--- src/sv/mcms_pkg.sv ---
// shared types and constants for the mesh composition model scanner
// no dependencies; used by every module of the block

package mcms_pkg;

	// header bytes skipped at the start of page 0
	localparam logic [15:0] HEADER_BYTES = 16'd10;

	// configuration port
	localparam int unsigned CFG_IDX_W  = 3;
	localparam int unsigned CFG_DATA_W = 16;

	localparam logic [CFG_IDX_W-1:0] CFG_ONOFF_SERVER  = 3'd0;
	localparam logic [CFG_IDX_W-1:0] CFG_ONOFF_CLIENT  = 3'd1;
	localparam logic [CFG_IDX_W-1:0] CFG_VENDOR_CMPNY  = 3'd2;
	localparam logic [CFG_IDX_W-1:0] CFG_VENDOR_SERVER = 3'd3;
	localparam logic [CFG_IDX_W-1:0] CFG_VENDOR_CLIENT = 3'd4;

	// register reset values
	localparam logic [15:0] RST_ONOFF_SERVER  = 16'd4096;
	localparam logic [15:0] RST_ONOFF_CLIENT  = 16'd4097;
	localparam logic [15:0] RST_VENDOR_CMPNY  = 16'd741;
	localparam logic [15:0] RST_VENDOR_SERVER = 16'd0;
	localparam logic [15:0] RST_VENDOR_CLIENT = 16'd1;

	// configured ids, from the register file to the parser
	typedef struct packed {
		logic [15:0] onoff_server_id;
		logic [15:0] onoff_client_id;
		logic [15:0] vendor_company_id;
		logic [15:0] vendor_server_id;
		logic [15:0] vendor_client_id;
	} cfg_t;

	// one input transfer
	typedef struct packed {
		logic [7:0] data_byte;
		logic       last_byte;
	} in_item_t;

	// one result transfer
	typedef struct packed {
		logic valid_data;
		logic has_onoff_server;
		logic has_onoff_client;
		logic has_vendor_server;
		logic has_vendor_client;
	} out_item_t;

endpackage

--- src/sv/mcms_cfg_regs.sv ---
// configuration register file of the mesh composition model scanner
// depends on mcms_pkg for register indexes, reset values and cfg_t

module mcms_cfg_regs (
	input  logic                               clk,
	input  logic                               arst_n,
	input  logic                               cfg_we,
	input  logic [mcms_pkg::CFG_IDX_W-1:0]     cfg_index,
	input  logic [mcms_pkg::CFG_DATA_W-1:0]    cfg_wdata,
	output mcms_pkg::cfg_t                     cfg
);

	mcms_pkg::cfg_t cfg_q;

	// register writes; indexes beyond the list are dropped
	always_ff @(posedge clk or negedge arst_n) begin
		if (!arst_n) begin
			cfg_q.onoff_server_id   <= mcms_pkg::RST_ONOFF_SERVER;
			cfg_q.onoff_client_id   <= mcms_pkg::RST_ONOFF_CLIENT;
			cfg_q.vendor_company_id <= mcms_pkg::RST_VENDOR_CMPNY;
			cfg_q.vendor_server_id  <= mcms_pkg::RST_VENDOR_SERVER;
			cfg_q.vendor_client_id  <= mcms_pkg::RST_VENDOR_CLIENT;
		end else if (cfg_we) begin
			case (cfg_index)
				mcms_pkg::CFG_ONOFF_SERVER:  cfg_q.onoff_server_id   <= cfg_wdata;
				mcms_pkg::CFG_ONOFF_CLIENT:  cfg_q.onoff_client_id   <= cfg_wdata;
				mcms_pkg::CFG_VENDOR_CMPNY:  cfg_q.vendor_company_id <= cfg_wdata;
				mcms_pkg::CFG_VENDOR_SERVER: cfg_q.vendor_server_id  <= cfg_wdata;
				mcms_pkg::CFG_VENDOR_CLIENT: cfg_q.vendor_client_id  <= cfg_wdata;
				default: ;
			endcase
		end
	end

	assign cfg = cfg_q;

endmodule

--- src/sv/mcms_parser.sv ---
// byte-wise composition data parser: phase state, model matching, flags
// depends on mcms_pkg for in_item_t, out_item_t, cfg_t and HEADER_BYTES

module mcms_parser (
	input  logic                 clk,
	input  logic                 arst_n,
	input  logic                 take,
	input  mcms_pkg::in_item_t   item,
	input  mcms_pkg::cfg_t       cfg,
	output mcms_pkg::out_item_t  result
);

	typedef enum logic [2:0] {
		PH_HEADER    = 3'd0,
		PH_LOC       = 3'd1,
		PH_SIG_COUNT = 3'd2,
		PH_VND_COUNT = 3'd3,
		PH_SIG_MODEL = 3'd4,
		PH_VND_MODEL = 3'd5
	} phase_t;

	localparam logic [15:0] HEADER_LAST = mcms_pkg::HEADER_BYTES - 16'd1;

	phase_t      phase_q,   phase_d;
	logic [15:0] count_q,   count_d;
	logic [7:0]  sig_q,     sig_d;
	logic [7:0]  vnd_q,     vnd_d;
	logic [1:0]  bie_q,     bie_d;
	logic [23:0] held_q,    held_d;
	logic [3:0]  flags_q,   flags_d;

	logic [7:0]  b;
	logic [15:0] sig_id;
	logic [15:0] cid;
	logic [15:0] mid;
	logic [7:0]  sig_dec;
	logic [7:0]  vnd_dec;
	logic        valid;

	assign b       = item.data_byte;
	assign sig_id  = {b, held_q[7:0]};
	assign cid     = held_q[15:0];
	assign mid     = {b, held_q[23:16]};
	assign sig_dec = sig_q - 8'd1;
	assign vnd_dec = vnd_q - 8'd1;

	// next state for one byte
	always_comb begin
		phase_d = phase_q;
		sig_d   = sig_q;
		vnd_d   = vnd_q;
		bie_d   = bie_q;
		held_d  = held_q;
		flags_d = flags_q;
		count_d = (count_q == 16'hFFFF) ? count_q : count_q + 16'd1;

		case (phase_q)
			PH_HEADER: begin
				if (count_q >= HEADER_LAST) begin
					phase_d = PH_LOC;
					bie_d   = 2'd0;
				end
			end
			PH_SIG_COUNT: begin
				sig_d   = b;
				phase_d = PH_VND_COUNT;
			end
			PH_VND_COUNT: begin
				vnd_d  = b;
				bie_d  = 2'd0;
				held_d = '0;
				if (sig_q != 8'd0)   phase_d = PH_SIG_MODEL;
				else if (b != 8'd0)  phase_d = PH_VND_MODEL;
				else                 phase_d = PH_LOC;
			end
			PH_SIG_MODEL: begin
				if (bie_q == 2'd0) begin
					held_d = {16'd0, b};
					bie_d  = 2'd1;
				end else begin
					if (sig_id == cfg.onoff_server_id)      flags_d[0] = 1'b1;
					else if (sig_id == cfg.onoff_client_id) flags_d[1] = 1'b1;
					sig_d  = sig_dec;
					bie_d  = 2'd0;
					held_d = '0;
					if (sig_dec != 8'd0)     phase_d = PH_SIG_MODEL;
					else if (vnd_q != 8'd0)  phase_d = PH_VND_MODEL;
					else                     phase_d = PH_LOC;
				end
			end
			PH_VND_MODEL: begin
				if (bie_q != 2'd3) begin
					case (bie_q)
						2'd0:    held_d[7:0]   = held_q[7:0]   | b;
						2'd1:    held_d[15:8]  = held_q[15:8]  | b;
						default: held_d[23:16] = held_q[23:16] | b;
					endcase
					bie_d = bie_q + 2'd1;
				end else begin
					if (cid == cfg.vendor_company_id && mid == cfg.vendor_server_id)
						flags_d[2] = 1'b1;
					else if (cid == cfg.vendor_company_id && mid == cfg.vendor_client_id)
						flags_d[3] = 1'b1;
					vnd_d  = vnd_dec;
					bie_d  = 2'd0;
					held_d = '0;
					if (sig_q != 8'd0)        phase_d = PH_SIG_MODEL;
					else if (vnd_dec != 8'd0) phase_d = PH_VND_MODEL;
					else                      phase_d = PH_LOC;
				end
			end
			// location bytes
			default: begin
				if (bie_q == 2'd0) begin
					phase_d = PH_LOC;
					bie_d   = 2'd1;
				end else begin
					phase_d = PH_SIG_COUNT;
					bie_d   = 2'd0;
				end
			end
		endcase
	end

	// report on the final byte
	assign valid                    = count_d >= mcms_pkg::HEADER_BYTES;
	assign result.valid_data        = valid;
	assign result.has_onoff_server  = valid & flags_d[0];
	assign result.has_onoff_client  = valid & flags_d[1];
	assign result.has_vendor_server = valid & flags_d[2];
	assign result.has_vendor_client = valid & flags_d[3];

	// parse state; cleared after the final byte
	always_ff @(posedge clk or negedge arst_n) begin
		if (!arst_n) begin
			phase_q <= PH_HEADER;
			count_q <= '0;
			sig_q   <= '0;
			vnd_q   <= '0;
			bie_q   <= '0;
			held_q  <= '0;
			flags_q <= '0;
		end else if (take) begin
			if (item.last_byte) begin
				phase_q <= PH_HEADER;
				count_q <= '0;
				sig_q   <= '0;
				vnd_q   <= '0;
				bie_q   <= '0;
				held_q  <= '0;
				flags_q <= '0;
			end else begin
				phase_q <= phase_d;
				count_q <= count_d;
				sig_q   <= sig_d;
				vnd_q   <= vnd_d;
				bie_q   <= bie_d;
				held_q  <= held_d;
				flags_q <= flags_d;
			end
		end
	end

endmodule

--- src/sv/mesh_composition_model_scanner_unit.sv ---
// top level of the mesh composition model scanner
// depends on mcms_pkg, mcms_cfg_regs and mcms_parser
//
//  channel  | direction | handshake            | payload
//  ---------+-----------+----------------------+--------------------------
//  in       | input     | in_valid / in_ready  | in_data  (in_item_t)
//  out      | output    | out_valid / out_ready| out_data (out_item_t)
//  cfg      | input     | cfg_we               | cfg_index, cfg_wdata
//
// one byte is taken per cycle while in_ready is high; parse state updates
// at the transfer and the result appears in the output register next cycle
// in_ready stays high while the output register is empty or being drained
// a pending result that is not drained holds off every input transfer,
// since any byte may be last
// reset clears parse state and out_valid and loads register defaults

module mesh_composition_model_scanner_unit (
	input  logic                               clk,
	input  logic                               arst_n,
	input  logic                               in_valid,
	output logic                               in_ready,
	input  mcms_pkg::in_item_t                 in_data,
	output logic                               out_valid,
	input  logic                               out_ready,
	output mcms_pkg::out_item_t                out_data,
	input  logic                               cfg_we,
	input  logic [mcms_pkg::CFG_IDX_W-1:0]     cfg_index,
	input  logic [mcms_pkg::CFG_DATA_W-1:0]    cfg_wdata
);

	mcms_pkg::cfg_t       cfg;
	mcms_pkg::out_item_t  result;
	mcms_pkg::out_item_t  out_data_q;
	logic                 out_valid_q;
	logic                 take;

	assign in_ready = !out_valid_q || out_ready;
	assign take     = in_valid && in_ready;

	mcms_cfg_regs u_cfg (
		.clk       (clk),
		.arst_n    (arst_n),
		.cfg_we    (cfg_we),
		.cfg_index (cfg_index),
		.cfg_wdata (cfg_wdata),
		.cfg       (cfg)
	);

	mcms_parser u_parser (
		.clk    (clk),
		.arst_n (arst_n),
		.take   (take),
		.item   (in_data),
		.cfg    (cfg),
		.result (result)
	);

	// output register
	always_ff @(posedge clk or negedge arst_n) begin
		if (!arst_n) begin
			out_valid_q <= 1'b0;
		end else if (take && in_data.last_byte) begin
			out_valid_q <= 1'b1;
		end else if (out_ready) begin
			out_valid_q <= 1'b0;
		end
	end

	always_ff @(posedge clk) begin
		if (take && in_data.last_byte) begin
			out_data_q <= result;
		end
	end

	assign out_valid = out_valid_q;
	assign out_data  = out_data_q;

endmodule

--- config.mk ---
export PLATFORM = sky130hd
export DESIGN_NAME = mesh_composition_model_scanner_unit
export DESIGN_NICKNAME = d
export VERILOG_FILES = /design/src/sv/mcms_pkg.sv /design/src/sv/mcms_cfg_regs.sv /design/src/sv/mcms_parser.sv /design/src/sv/mesh_composition_model_scanner_unit.sv
export SDC_FILE = /design/constraint.sdc
export NUM_CORES = 1
export LEC_CHECK = 0
export ABC_AREA = 1
export BUFFER_PORTS_ARGS = -buffer_cell sky130_fd_sc_hd__buf_4
export CAP_MARGIN = 25
export CELL_PAD_IN_SITES_DETAIL_PLACEMENT = 1
export CELL_PAD_IN_SITES_GLOBAL_PLACEMENT = 1
export CORE_UTILIZATION = 50
export DETAILED_ROUTE_END_ITERATION = 7
export HOLD_SLACK_MARGIN = 0.1
export PLACE_DENSITY = 0.84
export SLEW_MARGIN = 5
export SYNTH_ARGS = -nofsm -noshare
export SYNTH_HDL_FRONTEND = slang
export SYNTH_SLANG_ARGS = --single-unit
--- constraint.sdc ---
create_clock -name clk -period 3.8 [get_ports clk]
set_input_delay 0.95 -clock clk [delete_from_list [all_inputs] [get_ports clk]]
set_output_delay 0.95 -clock clk [all_outputs]
set_load 0.03 [all_outputs]
==> results by group <==
Setup path
  – Crit path launch type: register
  – Largest fanout on the critical path: 16
  – Worst r2r src: u_parser.phase_q[0]
  – Worst EP arrival: 2.67 ns
  – Crit path kind: register to register
  – Crit path required time: 4.08 ns
  – CP Launch Point: u_parser.phase_q[0]
  – CP endpoint kind: register

Final layout
  – Layout Area Growth over Synthesis: 13.58%
  – Area occupied by multi-input gates: between 0.003 and 0.004 mm^2
  – Fin cells: between 1000 and 1500
  – Post-Route Utilization: 59.02%
  – Layout cells sized above 1: 11.34%
  – Number of fill cells: between 2000 and 2500
  – Final Net Count: 1177
  – Commonest non-fill, non-tap cell in the layout: nand2_1
  – Register Area: roughly 0.0038 mm^2
  – Ant diodes: 0
  – Post-route design area: 0.009512 mm^2
  – Commonest cells after routing, fill and taps aside: nand2_1 (303), dfrtp_1 (136), o21ai_0 (116)

Timing
  – Max Slew Vio Count: 0
  – Min Tclk post-route: around 2.4 ns
  – Worst rel slew slack: 46.92%
  – Worst-Margin Slew: 0.7953 ns
  – Tcrit/Tclk final: 62.86%
  – Setup-failing EPs final: 0
  – Hold_ws: 0.4812 ns
  – Clk_skew: 0.01020 ns
  – Final Hold Vio Count: 0
  – RSZ-0062 raised after global routing: false
  – Worst setup margin: 1.411 ns
  – Fmax: ~0.42 GHz
  – Fin Setup TNS: 0 ns

Detailed routing
  – Post-route DRC: 0
  – Routed Antenna Nets: 0
  – DR pass1 iterations: 5
  – Avg WL per Cell: 19.13 um
  – DRT iter0 DRCs: around 460
  – Routed vias/inst: about 5.5
  – Routed WL: 26.06 mm
  – DR vias: 7542

Hold path
  – Hold/Removal Path Class: primary input to asynchronous set/reset pin

Floorplanning
  – Starting Density: 51.96%
  – IO Pins: 40
  – DIE AREA: roughly 0.017 mm^2
  – FP Rows: 46
  – Core area: 0.01612 mm^2
  – Vert. Die Dim: around 130 um
  – Die X: about 130 um

Power
  – NetSw: 1.874 mW
  – Internal power: 3.427 mW
  – Gate power share: 25.3%
  – Clock power share: 33.1%
  – Sw Ratio: 35.35%
  – Pwr Total: 5.301 mW
  – Max IR drop VDD: 0.3620 mV
  – P_leak: 4.570 nW
  – Share of total power in sequential cells: 41.6%
  – Power per cell area: 557.3 mW/mm^2

CTS
  – Resize count post-CTS: 0
  – Root buf cell: clkbuf_16
  – Worst-case clock buffer depth: 2
  – Worst skew pair latency: 0.44 ns
  – Sink Count: 151
  – H-tree depth: 4
  – Hold buffers post-CTS: 0
  – Clk slew on worst S/H paths: 0.07 ns
  – Cts bufs inserted: 17
  – Post-CTS Setup Bufs: 0
  – CTS tree: done

Place
  – Post-Place Setup Slack: 1.062 ns
  – Placed cells: 1327
  – Routability cong.: 0.8442
  – Placed instance area: 0.008866 mm^2
  – HPWL Detailed: 18.28 mm
  – Port bufs: 39

Global routing
  – First-pass GRT wire length: 43.22 mm
  – Gr ovfl total: 0
  – Initial antenna violation count: 0
  – GRT Total Usage: 32.17%
  – Number of global-route vias before repair: between 8000 and 9000
  – Largest net degree at the start of global routing: 65

Outcome
  – Run status: finished clean

Yosys
  – Primary FF master, synth: dfrtp_1
  – Number of distinct library cells after synthesis: 34
  – Synthesized area: 0.008374 mm^2
  – Register area share after synthesis: 45.57%
  – Syn avg cell area: 7.641 um^2
  – Gate count of the mapped netlist: approximately 1100
  – Post-synthesis register bit count: 151
  – Yosys warnings: 0
  – Post-Syn Nets: 1140
  – Asr flop ratio synth: 96.69%
  – EDFF count, synth: 5

Flow run
  – Number of max-cap violations: 0
## worst max-delay path: stages, from the launching register on
cell     delay, ns
dfrtp_1       0.47
nand3_1       0.40
inv_1         0.30
nand3_1       0.21
inv_2         0.06
nor2_2        0.62
nor2_1        0.16
## path summary, 6_finish.rpt
path | cells after the start | slack (ns) | end
setup / recovery | 6 | 1.41 | u_parser.held_q[10]
hold / removal | 1 | 0.48 | u_parser.count_q[5]
setup reg to reg | 6 | 1.41 | u_parser.held_q[10]
hold reg to reg | 2 | 0.50 | u_cfg.cfg[37]
max in group asynchronous | 2 | 2.49 | u_cfg.cfg[41]
min in group clk | 2 | 0.50 | u_cfg.cfg[37]
## power by group through the flow
stage | clock (mW) | sequential [mW] | combinational [mW]
global placement | 0 | 2.21 | 1.24
global route | 1.83 | 2.24 | 1.51
finish | 1.75 | 2.21 | 1.34
detailed placement | 0 | 2.22 | 1.30
CTS | 1.78 | 2.20 | 1.34
floorplan | 0 | 2.13 | 0.944
## flip-flops by register name, indices dropped and copies added, names as in the netlist
register and cells:
u_cfg.cfg 80, u_parser.held_q 24, u_parser.count_q 16, u_parser.sig_q 8
u_parser.vnd_q 8, out_data 5, u_parser.flags_q 4, u_parser.phase_q 3
u_parser.bie_q 2, out_valid 1
## logic make-up after synthesis
group / share of synthesized area, %
flip-flops: 45.57
AND/OR/NAND/NOR: 27.58
AO/OA/AOI/OAI: 11.73
XOR/XNOR: 6.380
buffers and inverters: 7.097
adder cells (fa/ha/maj): 1.643
## final cells by class
class | count | share of cell area [%]
Multi-Input combinational cell | 793 | 41.67
Sequential cell | 151 | 40.12
Inverter | 121 | 4.775
Clock buffer | 18 | 4.617
Timing Repair Buffer | 49 | 4.275
Tap cell | 216 | 2.841
Clock inverter | 14 | 1.697
## layer usage
metal  up-vias  GRT usage, %  share of wire, %
li1       3582             -                 -
met1      3739         39.95                43
met2       158         54.88                50
met3        63         5.556               3.6
met4         0         14.02               3.7
met5         -             0                 0
## Yosys cell counts, types with 9 or more instances
cell type / n / area (um^2)
dfstp_2: 10 / 262.8
nor2_2: 9 / 56.30
nand3_1: 49 / 245.2
clkbuf_1: 17 / 63.81
o22ai_1: 17 / 106.4
inv_1: 115 / 431.7
xor2_1: 18 / 157.7
nand4_1: 25 / 156.4
nor2_1: 115 / 431.7
o21ai_0: 116 / 580.6
xnor2_1: 43 / 376.6
nand2_1: 303 / 1137
a21oi_1: 37 / 185.2
or2_2: 9 / 56.30
ha_1: 11 / 137.6
buf_2: 13 / 65.06
dfrtp_1: 136 / 3403
No activity file was read; power rests on OpenSTA's default activity.
